File: src/rtl/core/rbt_pkg.sv
// Shared types, constants and a helper function for the ROI binary threshold block.
package rbt_pkg;

    localparam int MAX_DIM = 4096;
    localparam int CNT_W   = $clog2(MAX_DIM);
    localparam int DIM_W   = CNT_W + 1;
    localparam int PIX_W   = 8;
    localparam int IMG_W   = 13;
    localparam int REG_W   = 14;
    localparam int IDX_W   = 3;
    localparam int EXT_W   = IMG_W + DIM_W;
    localparam int SPAN_W  = ((DIM_W > REG_W - 1) ? DIM_W : (REG_W - 1)) + 1;

    localparam logic [PIX_W-1:0] PIX_MAX = 8'd255;
    localparam logic [PIX_W-1:0] PIX_MIN = 8'd0;

    localparam logic [PIX_W-1:0] RST_THRESHOLD = 8'd128;
    localparam logic [IMG_W-1:0] RST_WIDTH     = 13'd640;
    localparam logic [IMG_W-1:0] RST_HEIGHT    = 13'd480;

    typedef enum logic [IDX_W-1:0] {
        CFG_THRESHOLD     = 3'd0,
        CFG_IMAGE_WIDTH   = 3'd1,
        CFG_IMAGE_HEIGHT  = 3'd2,
        CFG_REGION_LEFT   = 3'd3,
        CFG_REGION_TOP    = 3'd4,
        CFG_REGION_WIDTH  = 3'd5,
        CFG_REGION_HEIGHT = 3'd6
    } t_cfg_idx;

    typedef struct packed {
        logic [PIX_W-1:0]        threshold;
        logic [IMG_W-1:0]        image_width;
        logic [IMG_W-1:0]        image_height;
        logic signed [REG_W-1:0] region_left;
        logic signed [REG_W-1:0] region_top;
        logic signed [REG_W-1:0] region_width;
        logic signed [REG_W-1:0] region_height;
    } t_cfg;

    typedef struct packed {
        logic [DIM_W-1:0] left;
        logic [DIM_W-1:0] right;
        logic [DIM_W-1:0] top;
        logic [DIM_W-1:0] bottom;
    } t_bounds;

    function automatic logic [DIM_W-1:0] eff_dim(input logic [IMG_W-1:0] v);
        logic [DIM_W-1:0] d;
        if (v == '0) begin
            d = DIM_W'(1);
        end else if (EXT_W'(v) > EXT_W'(MAX_DIM)) begin
            d = DIM_W'(MAX_DIM);
        end else begin
            d = DIM_W'(v);
        end
        return d;
    endfunction

endpackage

File: src/rtl/core/rbt_bounds.sv
// Region bounds: clamps the region into the frame (else whole frame), registered.
module rbt_bounds (
    input  logic            i_clk,
    input  rbt_pkg::t_cfg   i_cfg,
    output rbt_pkg::t_bounds o_bounds
);

    function automatic logic [2*rbt_pkg::DIM_W-1:0] clamp_span(
        input logic signed [rbt_pkg::REG_W-1:0] origin,
        input logic signed [rbt_pkg::REG_W-1:0] extent,
        input logic [rbt_pkg::DIM_W-1:0]        dim
    );
        logic [rbt_pkg::SPAN_W-1:0] o;
        logic [rbt_pkg::SPAN_W-1:0] room;
        logic [rbt_pkg::SPAN_W-1:0] ext;
        logic [rbt_pkg::SPAN_W-1:0] sum;
        logic [rbt_pkg::DIM_W-1:0]  hi;
        if (origin[rbt_pkg::REG_W-1]) begin
            o = '0;
        end else if (rbt_pkg::SPAN_W'(origin[rbt_pkg::REG_W-2:0]) >
                     rbt_pkg::SPAN_W'(dim)) begin
            o = rbt_pkg::SPAN_W'(dim);
        end else begin
            o = rbt_pkg::SPAN_W'(origin[rbt_pkg::REG_W-2:0]);
        end
        room = rbt_pkg::SPAN_W'(dim) - o;
        ext  = rbt_pkg::SPAN_W'(extent[rbt_pkg::REG_W-2:0]);
        sum  = o + ext;
        if (ext > room) begin
            hi = dim;
        end else begin
            hi = rbt_pkg::DIM_W'(sum);
        end
        return {rbt_pkg::DIM_W'(o), hi};
    endfunction

    logic [rbt_pkg::DIM_W-1:0]   w;
    logic [rbt_pkg::DIM_W-1:0]   h;
    logic                        region_on;
    logic [2*rbt_pkg::DIM_W-1:0] span_x;
    logic [2*rbt_pkg::DIM_W-1:0] span_y;
    rbt_pkg::t_bounds            n_bounds;
    rbt_pkg::t_bounds            r_bounds;

    always_comb begin
        w = rbt_pkg::eff_dim(i_cfg.image_width);
        h = rbt_pkg::eff_dim(i_cfg.image_height);
        region_on = !i_cfg.region_width[rbt_pkg::REG_W-1] && (i_cfg.region_width != '0) &&
                    !i_cfg.region_height[rbt_pkg::REG_W-1] && (i_cfg.region_height != '0);
        span_x = clamp_span(i_cfg.region_left, i_cfg.region_width, w);
        span_y = clamp_span(i_cfg.region_top, i_cfg.region_height, h);
        if (region_on) begin
            n_bounds.left   = span_x[2*rbt_pkg::DIM_W-1:rbt_pkg::DIM_W];
            n_bounds.right  = span_x[rbt_pkg::DIM_W-1:0];
            n_bounds.top    = span_y[2*rbt_pkg::DIM_W-1:rbt_pkg::DIM_W];
            n_bounds.bottom = span_y[rbt_pkg::DIM_W-1:0];
        end else begin
            n_bounds.left   = '0;
            n_bounds.right  = w;
            n_bounds.top    = '0;
            n_bounds.bottom = h;
        end
    end

    always_ff @(posedge i_clk) begin
        r_bounds <= n_bounds;
    end

    assign o_bounds = r_bounds;

endmodule

File: src/rtl/core/roi_binary_threshold.sv
// Top level of the ROI binary threshold pixel stream block.
// Pipeline: input stage, then result register.
// Throughput: 1 pixel per cycle while the output is ready; the counters and four bound compares set the stage.
// Reset: synchronous, active low; counters clear and configuration and valid registers take their reset values.
// Region bounds follow a configuration write through the configuration register and then the bounds register.
module roi_binary_threshold (
    input  logic                          i_clk,
    input  logic                          i_rst_n,
    input  logic                          i_cfg_wr_en,
    input  logic [rbt_pkg::IDX_W-1:0]     i_cfg_idx,
    input  logic [rbt_pkg::REG_W-1:0]     i_cfg_wdata,
    input  logic                          i_in_valid,
    output logic                          o_in_ready,
    input  logic [rbt_pkg::PIX_W-1:0]     i_pixel_in,
    output logic                          o_out_valid,
    input  logic                          i_out_ready,
    output logic [rbt_pkg::PIX_W-1:0]     o_pixel_out,
    output logic                          o_frame_end
);

    rbt_pkg::t_cfg               r_cfg;
    rbt_pkg::t_bounds            bounds;

    logic [rbt_pkg::CNT_W-1:0]   r_col;
    logic [rbt_pkg::CNT_W-1:0]   r_row;
    logic [rbt_pkg::CNT_W-1:0]   n_col;
    logic [rbt_pkg::CNT_W-1:0]   n_row;
    logic [rbt_pkg::DIM_W-1:0]   w;
    logic [rbt_pkg::DIM_W-1:0]   h;
    logic                        last_col;
    logic                        last_row;

    logic                        r_s1_vld;
    logic [rbt_pkg::PIX_W-1:0]   r_s1_pix;
    logic [rbt_pkg::CNT_W-1:0]   r_s1_col;
    logic [rbt_pkg::CNT_W-1:0]   r_s1_row;
    logic                        r_s1_end;

    logic                        r_out_vld;
    logic [rbt_pkg::PIX_W-1:0]   r_out_pix;
    logic                        r_out_end;

    logic                        in_fire;
    logic                        s1_adv;
    logic                        in_region;
    logic [rbt_pkg::DIM_W-1:0]   s1_col_x;
    logic [rbt_pkg::DIM_W-1:0]   s1_row_x;
    logic [rbt_pkg::PIX_W-1:0]   n_out_pix;

    always_ff @(posedge i_clk) begin
        if (!i_rst_n) begin
            r_cfg.threshold     <= rbt_pkg::RST_THRESHOLD;
            r_cfg.image_width   <= rbt_pkg::RST_WIDTH;
            r_cfg.image_height  <= rbt_pkg::RST_HEIGHT;
            r_cfg.region_left   <= '0;
            r_cfg.region_top    <= '0;
            r_cfg.region_width  <= '0;
            r_cfg.region_height <= '0;
        end else if (i_cfg_wr_en) begin
            case (i_cfg_idx)
                rbt_pkg::CFG_THRESHOLD:     r_cfg.threshold     <= i_cfg_wdata[rbt_pkg::PIX_W-1:0];
                rbt_pkg::CFG_IMAGE_WIDTH:   r_cfg.image_width   <= i_cfg_wdata[rbt_pkg::IMG_W-1:0];
                rbt_pkg::CFG_IMAGE_HEIGHT:  r_cfg.image_height  <= i_cfg_wdata[rbt_pkg::IMG_W-1:0];
                rbt_pkg::CFG_REGION_LEFT:   r_cfg.region_left   <= i_cfg_wdata;
                rbt_pkg::CFG_REGION_TOP:    r_cfg.region_top    <= i_cfg_wdata;
                rbt_pkg::CFG_REGION_WIDTH:  r_cfg.region_width  <= i_cfg_wdata;
                rbt_pkg::CFG_REGION_HEIGHT: r_cfg.region_height <= i_cfg_wdata;
                default: begin
                end
            endcase
        end
    end

    rbt_bounds u_bounds (
        .i_clk    (i_clk),
        .i_cfg    (r_cfg),
        .o_bounds (bounds)
    );

    // advance raster position on each input beat
    always_comb begin
        w = rbt_pkg::eff_dim(r_cfg.image_width);
        h = rbt_pkg::eff_dim(r_cfg.image_height);
        last_col = ({1'b0, r_col} + rbt_pkg::DIM_W'(1)) >= w;
        last_row = ({1'b0, r_row} + rbt_pkg::DIM_W'(1)) >= h;
        n_col = r_col;
        n_row = r_row;
        if (last_col) begin
            n_col = '0;
            n_row = last_row ? '0 : r_row + rbt_pkg::CNT_W'(1);
        end else begin
            n_col = r_col + rbt_pkg::CNT_W'(1);
        end
    end

    assign s1_adv     = r_s1_vld && (!r_out_vld || i_out_ready);
    assign o_in_ready = !r_s1_vld || !r_out_vld || i_out_ready;
    assign in_fire    = i_in_valid && o_in_ready;

    always_ff @(posedge i_clk) begin
        if (!i_rst_n) begin
            r_col    <= '0;
            r_row    <= '0;
            r_s1_vld <= 1'b0;
        end else begin
            if (in_fire) begin
                r_col    <= n_col;
                r_row    <= n_row;
                r_s1_vld <= 1'b1;
            end else if (s1_adv) begin
                r_s1_vld <= 1'b0;
            end
        end
    end

    always_ff @(posedge i_clk) begin
        if (in_fire) begin
            r_s1_pix <= i_pixel_in;
            r_s1_col <= r_col;
            r_s1_row <= r_row;
            r_s1_end <= last_col && last_row;
        end
    end

    always_comb begin
        s1_col_x = {1'b0, r_s1_col};
        s1_row_x = {1'b0, r_s1_row};
        in_region = (s1_col_x >= bounds.left) && (s1_col_x < bounds.right) &&
                    (s1_row_x >= bounds.top) && (s1_row_x < bounds.bottom);
        if (in_region) begin
            n_out_pix = (r_s1_pix > r_cfg.threshold) ? rbt_pkg::PIX_MAX : rbt_pkg::PIX_MIN;
        end else begin
            n_out_pix = r_s1_pix;
        end
    end

    always_ff @(posedge i_clk) begin
        if (!i_rst_n) begin
            r_out_vld <= 1'b0;
        end else if (s1_adv) begin
            r_out_vld <= 1'b1;
        end else if (i_out_ready) begin
            r_out_vld <= 1'b0;
        end
    end

    always_ff @(posedge i_clk) begin
        if (s1_adv) begin
            r_out_pix <= n_out_pix;
            r_out_end <= r_s1_end;
        end
    end

    assign o_out_valid = r_out_vld;
    assign o_pixel_out = r_out_pix;
    assign o_frame_end = r_out_end;

`ifndef ASSERT_OFF
    a_frame_wrap: assert property (@(posedge i_clk) disable iff (!i_rst_n)
        (in_fire && last_col && last_row) |=> (r_col == '0 && r_row == '0))
        else $error("raster position did not wrap at frame end");

    a_ready_when_empty: assert property (@(posedge i_clk) disable iff (!i_rst_n)
        !r_out_vld |-> o_in_ready)
        else $error("input stalled with empty result register");

    a_stage_moves: assert property (@(posedge i_clk) disable iff (!i_rst_n)
        s1_adv |=> r_out_vld)
        else $error("advanced beat missing from result register");
`endif

endmodule

File: config.mk
export PLATFORM = sky130hd
export DESIGN_NAME = roi_binary_threshold
export DESIGN_NICKNAME = d
export VERILOG_FILES = /design/src/rtl/core/rbt_pkg.sv /design/src/rtl/core/rbt_bounds.sv /design/src/rtl/core/roi_binary_threshold.sv
export SDC_FILE = /design/constraint.sdc
export NUM_CORES = 1
export LEC_CHECK = 0
export CORE_MARGIN = 3
export CORE_UTILIZATION = 43
export DETAILED_ROUTE_END_ITERATION = 6
export DONT_BUFFER_PORTS = 1
export GPL_TIMING_DRIVEN = 0
export PLACE_DENSITY_LB_ADDON = 0.25
export SYNTH_ARGS = -nofsm -noshare
export SYNTH_HDL_FRONTEND = slang
export SYNTH_HIERARCHICAL = 1
export SYNTH_SLANG_ARGS = --single-unit
File: constraint.sdc
create_clock -name i_clk -period 7.7 [get_ports i_clk]
set_input_delay 1.54 -clock i_clk [delete_from_list [all_inputs] [get_ports i_clk]]
set_output_delay 1.54 -clock i_clk [all_outputs]
set_load 0.03 [all_outputs]
==> impl_metrics.toml, run 1 <==
[sta]
finalHoldViolCount = 0
grt_setup_unrepaired = "no"
tightest_slew_ps = 976.7
slew_headroom = 0.3439
fin_setup_tns_ps = 0
drv_slew = 0
setup_slack_ps = 683.9
hold-worst-slack_ps = 457.1
setup_viol = 0
fin_crit_sh = 0.9112
fmax_mhz = 142.5
min_period_ps = 7016
fin_skew_ps = 10.18

[synthesis]
synth.most_common_cell = "nand2_1"
synth_top_area_share = 0.2430
synth_cells = 1656
synth-edff-count = 42
synth-warning-count = 6
synth_ff_type = "dfxtp_1"
synth_seq_cells = 210
yosysSeqAreaShare = 0.3341
synth_fp_nets = 1874
synth.distinct_cells = 72
ys_top_cells_by_count = "nand2_1, ha_1, a21oi_1"
syn_area_sq_mm = 0.01384
ys_async_sr_fraction = 0
synth.area.top_cells = "dfxtp_1, ha_1, edfxtp_1"
yosysTopAreaCell = "dfxtp_1"
syn_area_per_cell_sq_um = 8.359

[floorplan]
row_count = 65
core_area_sq_mm = 0.03164
num_io_pins = 41
start_util = 0.4375
die_h_um = 185.4
die_w_um = 185.4
die_area_sq_mm = 0.03438

[finish]
drive_gt1_frac = 0.06118
nFillCells = 3016
area_growth_pct = 9.636
fin_util = 0.4797
fin_nets = 1902

[worst_setup_path]
crit_type = "register to register"
slowest_delay_ps = 600
cp-end-kind = "register"
reg2reg_depth = 30
worstPathMaxFanout = 10
cp.arrival_ps = 7430
crit_slowest_cell = "a221oi_1"
cp-start-kind = "register"
critical_path_required_ps = 8120

[power_and_ir_drop]
seqPwrFrac = 0.437
p_sw_frac = 0.2711
clockPowerShare = 0.410
p_leak_nw = 6.457
vdd_drop_max_uv = 119.1
internal_power_mw = 2.001
power_switching_mw = 0.7443
power_density_mw_per_mm2 = 180.9
p_comb_frac = 0.154

[worst_hold_path]
worstHoldPathCells = 2
hp-class = "register to register"

[route]
drt_iter0_markers = 916
drc = 0
highest_layer = "met4"
first_pass_iters = 5
avgRoutedWirePerCell_um = 18.94
num_vias = 11700
dr_wl_met3_mm = 2.522
routed_wl_mm = 39.86
met1Wirelength_mm = 18.32
vias_per_cell = 5.558
antenna_left = 0
met2_length_mm = 17.85

[place]
gp_congestion = 0.9472
detailed_place_hpwl_mm = 31.15
place_ws_ps = 608.3
port_buffers = 0

[global_route]
grt_usage = 0.2332
grt_max_degree = 23
grt_pass1_vias = 11330
antenna_found_initial = 3
grt_pass1_wl_mm = 62.71
grt_overflow = 0

[clock_network]
cts.path.max_buffers = 3
postCtsHoldBufs = 0
ctsResizeCount = 0
cts_root_buf = "clkbuf_16"
htree_levels = 1
cts_tree = "yes"
clk_latency_ps = 530
post_cts_buffers = 0
numCtsBuffers = 25
path_clk_slew_ps = 60
numClockSinks = 210

[job]
maxCapViolCount = 0

[status]
outcome = "completed"
[cell families (layout without fill, tap and decap cells)]
| group | count (synthesis) | in the layout | share of synthesized area |
|---|---|---|---|
| fa+ha+maj | 188 | 188 | 0.1721 |
| simple gates | 594 | 594 | 0.2008 |
| mux | 62 | 62 | 0.04529 |
| other cells | 0 | 2 | 0 |
| xor+xnor | 61 | 61 | 0.03860 |
| buf+inv | 213 | 257 | 0.06029 |
| compound gates | 328 | 328 | 0.1489 |
| flops | 210 | 210 | 0.3341 |
[metrics by stage]
step / std cells / instance area (sq um) / total power, mW
5_1_grt: 2104 / 15180 / 2.871
3_3_place_gp: 2058 / 14350 / 1.626
2_1_floorplan: 1656 / 13840 / 1.528
4_1_cts: 2102 / 15160 / 2.767
3_5_place_dp: 2059 / 14370 / 1.637
6_report: 2104 / 15180 / 2.746
[worst max-delay path, delay by kind of cell, from the launching register on]
kind	cells	cell delay, ps
AND/OR/NAND/NOR	6	730
flip-flops	1	460
multiplexers	1	330
XOR/XNOR	1	200
adder cells (fa/ha/maj)	4	1290
AO/OA/AOI/OAI	13	2830
buffers and inverters	5	1050
[layout make-up]
type                            instances  area [sq um]  area share
Multi-Input combinational cell       1233          8389      0.5528
Sequential cell                       210          4624      0.3047
Timing Repair Buffer                    1         27.53    0.001814
Clock inverter                          8         47.55    0.003133
Tap cell                              402         503.0     0.03314
Clock buffer                           35         743.2     0.04897
Antenna cell                            2         5.005   0.0003298
Buffer                                 49         220.2     0.01451
Inverter                              164         615.6     0.04056
[path summary, 6_finish.rpt]
| kind | start | endpoint | slack, ps |
|---|---|---|---|
| max | r_cfg[81]$_SDFFE_PN0P_ | u_bounds/o_bounds[34]$_DFF_P_ | 680 |
| max reg2reg | r_cfg[81]$_SDFFE_PN0P_ | u_bounds/o_bounds[34]$_DFF_P_ | 680 |
| min | r_cfg[83]$_SDFFE_PN0P_ | r_cfg[83]$_SDFFE_PN0P_ | 460 |
| min reg2reg | r_cfg[83]$_SDFFE_PN0P_ | r_cfg[83]$_SDFFE_PN0P_ | 460 |
[state kept, by name, summed over array words and instances, names as in the netlist, 8 cells and up]
name,count
o_pixel_out,8
r_cfg,90
r_col,12
r_row,12
r_s1_col,12
r_s1_pix,8
r_s1_row,12
u_bounds/o_bounds,52
[power groups by stage]
stage          clock network, mW  logic, mW  registers (mW)
5_1_grt                     1.19      0.476            1.20
3_3_place_gp                   0      0.404            1.22
3_5_place_dp                   0      0.415            1.22
6_report                    1.12      0.422            1.20
2_1_floorplan                  0      0.321            1.21
4_1_cts                     1.15      0.419            1.20
[placed cells by master (no fill, tap or decap), types with 30 or more instances in the layout]
master and instances:
a21oi_1 170, nand3_1 48, inv_1 163, clkbuf_1 40, dfxtp_1 168, edfxtp_1 42, xor2_1 37, ha_1 184
nor2_1 82, nand2_1 286, mux2i_1 57, a21o_1 30
[per-layer routing]
metal	up-vias	track usage
li1	5813	-
met1	5444	0.3257
met2	370	0.3734
met3	68	0.03162
met4	0	0.07563
met5	-	0
(Power assumes the default switching activity.)
==> inputs of run 2 (changes only) <==
- ABC_AREA: not set -> 1
==> impl_metrics.toml, run 2 <==
[global_route]
antenna_found_initial = 0
grt_overflow = 0
grt_pass1_wl_mm = 62.06
grt_pass1_vias = 12260
grt_usage = 0.2134
grt_max_degree = 43

[floorplan]
start_util = 0.4408
core_area_sq_mm = 0.03287
die_w_um = 189.5
die_h_um = 189.5
num_io_pins = 41
die_area_sq_mm = 0.03593
row_count = 66

[place]
place_inst = 2475
detailed_place_hpwl_mm = 30.96
gp_congestion = 0.9363
port_buffers = 0

[sta]
fmax_mhz = 161.2
slew_headroom = 0.4046
min_period_ps = 6204
setup_viol = 0
finalHoldViolCount = 0
grt_setup_unrepaired = "no"
fin_setup_tns_ps = 0
fin_crit_sh = 0.8058
fin_skew_ps = 19.13
tightest_slew_ps = 893.1
drv_slew = 0

[finish]
seq_area_sq_mm = 0.004624
most-common-layout-cells = "nand2_1, nor2_1, inv_1, ha_1, dfxtp_1"
fin_nets = 2276
nFillCells = 3409
largest_reg_flops = 90
mostFrequentLayoutCell = "nand2_1"
multiInputGateArea_sq_mm = 0.008392
fin_cells = 2515
num_antenna_cells = 0
drive_gt1_frac = 0.06561
top_register = "r_cfg"
area_growth_pct = 9.259

[route]
drc = 0
antenna_left = 0
routed_wl_mm = 38.83
num_vias = 12780
first_pass_iters = 5
avgRoutedWirePerCell_um = 15.44
drt_iter0_markers = 749
vias_per_cell = 5.080

[worst_setup_path]
crit_type = "register to register"
crit_buf_inv = 10
cp_common_cell = "nand2_1"
cp-end-kind = "register"
reg2reg_depth = 39
crit_slowest_cell = "nor2_1"
path_delay_family = "simple AND/OR/NAND/NOR gates"
cp.arrival_ps = 6600
cp_num_cells = 39
cp-start-kind = "register"
critical_path_required_ps = 8090
worstPathMaxFanout = 10
slowest_delay_ps = 390

[worst_hold_path]
hp-class = "register to register"
worstHoldPathCells = 0

[synthesis]
synth.most_common_cell = "nand2_1"
synth_fp_nets = 2251
synth.area.top_cells = "dfxtp_1, ha_1, nand2_1"
ys_async_sr_fraction = 0
synth_fa_ha_area_frac = 0.1644
yosys.area_share.xor_xnor = 0.03438
ys_top_cells_by_count = "nand2_1, nor2_1, inv_1"
yosysSeqAreaShare = 0.3192
synth_seq_cells = 210
syn_area_sq_mm = 0.01449
synth_ff_type = "dfxtp_1"
synth_mux_area_frac = 0.002764
yosysTopAreaCell = "dfxtp_1"
synth_compound_area_frac = 0.1036
syn_area_per_cell_sq_um = 7.126
synth.distinct_cells = 51
synth-edff-count = 42
synth_simple_gate_area_frac = 0.2741
synth_top_family_by_area = "simple AND/OR/NAND/NOR gates"
synth_cells = 2033
synth-warning-count = 6
synth_top_area_share = 0.2322

[power_and_ir_drop]
vdd_drop_max_uv = 197.1
seqPwrFrac = 0.382
p_sw_frac = 0.3281
p_comb_frac = 0.281
clockPowerShare = 0.337
power_switching_mw = 1.097
internal_power_mw = 2.247
power_density_mw_per_mm2 = 211.3
report.power.total_mw = 3.344
p_leak_nw = 7.917

[clock_network]
path_clk_slew_ps = 60
postCtsHoldBufs = 0
clk_latency_ps = 510
numClockSinks = 210
ctsResizeCount = 0
cts_tree = "yes"
cts.path.max_buffers = 3
post_cts_buffers = 0
htree_levels = 1
numCtsBuffers = 23
cts_root_buf = "clkbuf_16"

[status]
outcome = "completed"

[job]
maxCapViolCount = 0
[run 2: path summary, 6_finish.rpt]
kind                            slack (ps)                   start                             to
worst max-delay path                  1500  r_cfg[72]$_SDFFE_PN0P_  u_bounds/o_bounds[38]$_DFF_P_
worst max register to register        1500  r_cfg[72]$_SDFFE_PN0P_  u_bounds/o_bounds[38]$_DFF_P_
worst min-delay path                   430      r_s1_end$_DFFE_PP_          o_frame_end$_DFFE_PP_
worst min register to register         430      r_s1_end$_DFFE_PP_          o_frame_end$_DFFE_PP_
[run 2: per-stage QoR]
step | hold slack [ps] | util | area (sq um) | worst slack [ps]
floorplan | 400.3 | - | 14490 | 2860
global placement | 422.7 | 0.4576 | 15040 | 1680
detailed placement | 421.2 | 0.4576 | 15040 | 1614
CTS | 435.2 | 0.4816 | 15830 | 1570
global route | 450.1 | 0.4816 | 15830 | 977.4
finish | 429.8 | 0.4816 | 15830 | 1496
[run 2: layout make-up]
| class | instances | area share |
|---|---|---|
| inverters | 330 | 0.07834 |
| flip-flops and latches | 210 | 0.2922 |
| plain buffers | 42 | 0.01455 |
| clock buffers | 32 | 0.04364 |
| multi-input cells | 1451 | 0.5302 |
| clock inverters | 8 | 0.006166 |
| well taps | 442 | 0.03494 |
[run 2: cells by family (layout without fill, tap and decap cells)]
logic type,Yosys count,count (layout)
AOI/OAI and AO/OA,281,281
xor gates and xnor gates,56,56
adders and majority gates,188,188
buffers and inverters,372,412
DFF,210,210
muxes,4,4
and+or+nand+nor,922,922
[run 2: power groups by stage]
stage | Sequential, mW | Combinational [mW] | Clock [mW]
floorplan | 1.28 | 0.725 | 0
global placement | 1.30 | 0.907 | 0
detailed placement | 1.30 | 0.931 | 0
CTS | 1.28 | 0.938 | 1.15
global route | 1.29 | 1.08 | 1.20
finish | 1.28 | 0.940 | 1.13
[run 2: worst register-to-register path, delay by kind of cell (launching register included)]
| kind | cells | cell delay, ps |
|---|---|---|
| AOI/OAI and AO/OA | 5 | 900 |
| xor gates and xnor gates | 1 | 170 |
| adders and majority gates | 3 | 960 |
| buffers and inverters | 10 | 1080 |
| DFF | 1 | 340 |
| and+or+nand+nor | 20 | 2610 |
[run 2: layer usage]
metal,part of all wire,vias up,track usage
li1,-,6599,-
met1,0.44,5806,0.2718
met2,0.47,267,0.3674
met3,0.040,104,0.02524
met4,0.044,0,0.08871
met5,0,-,0
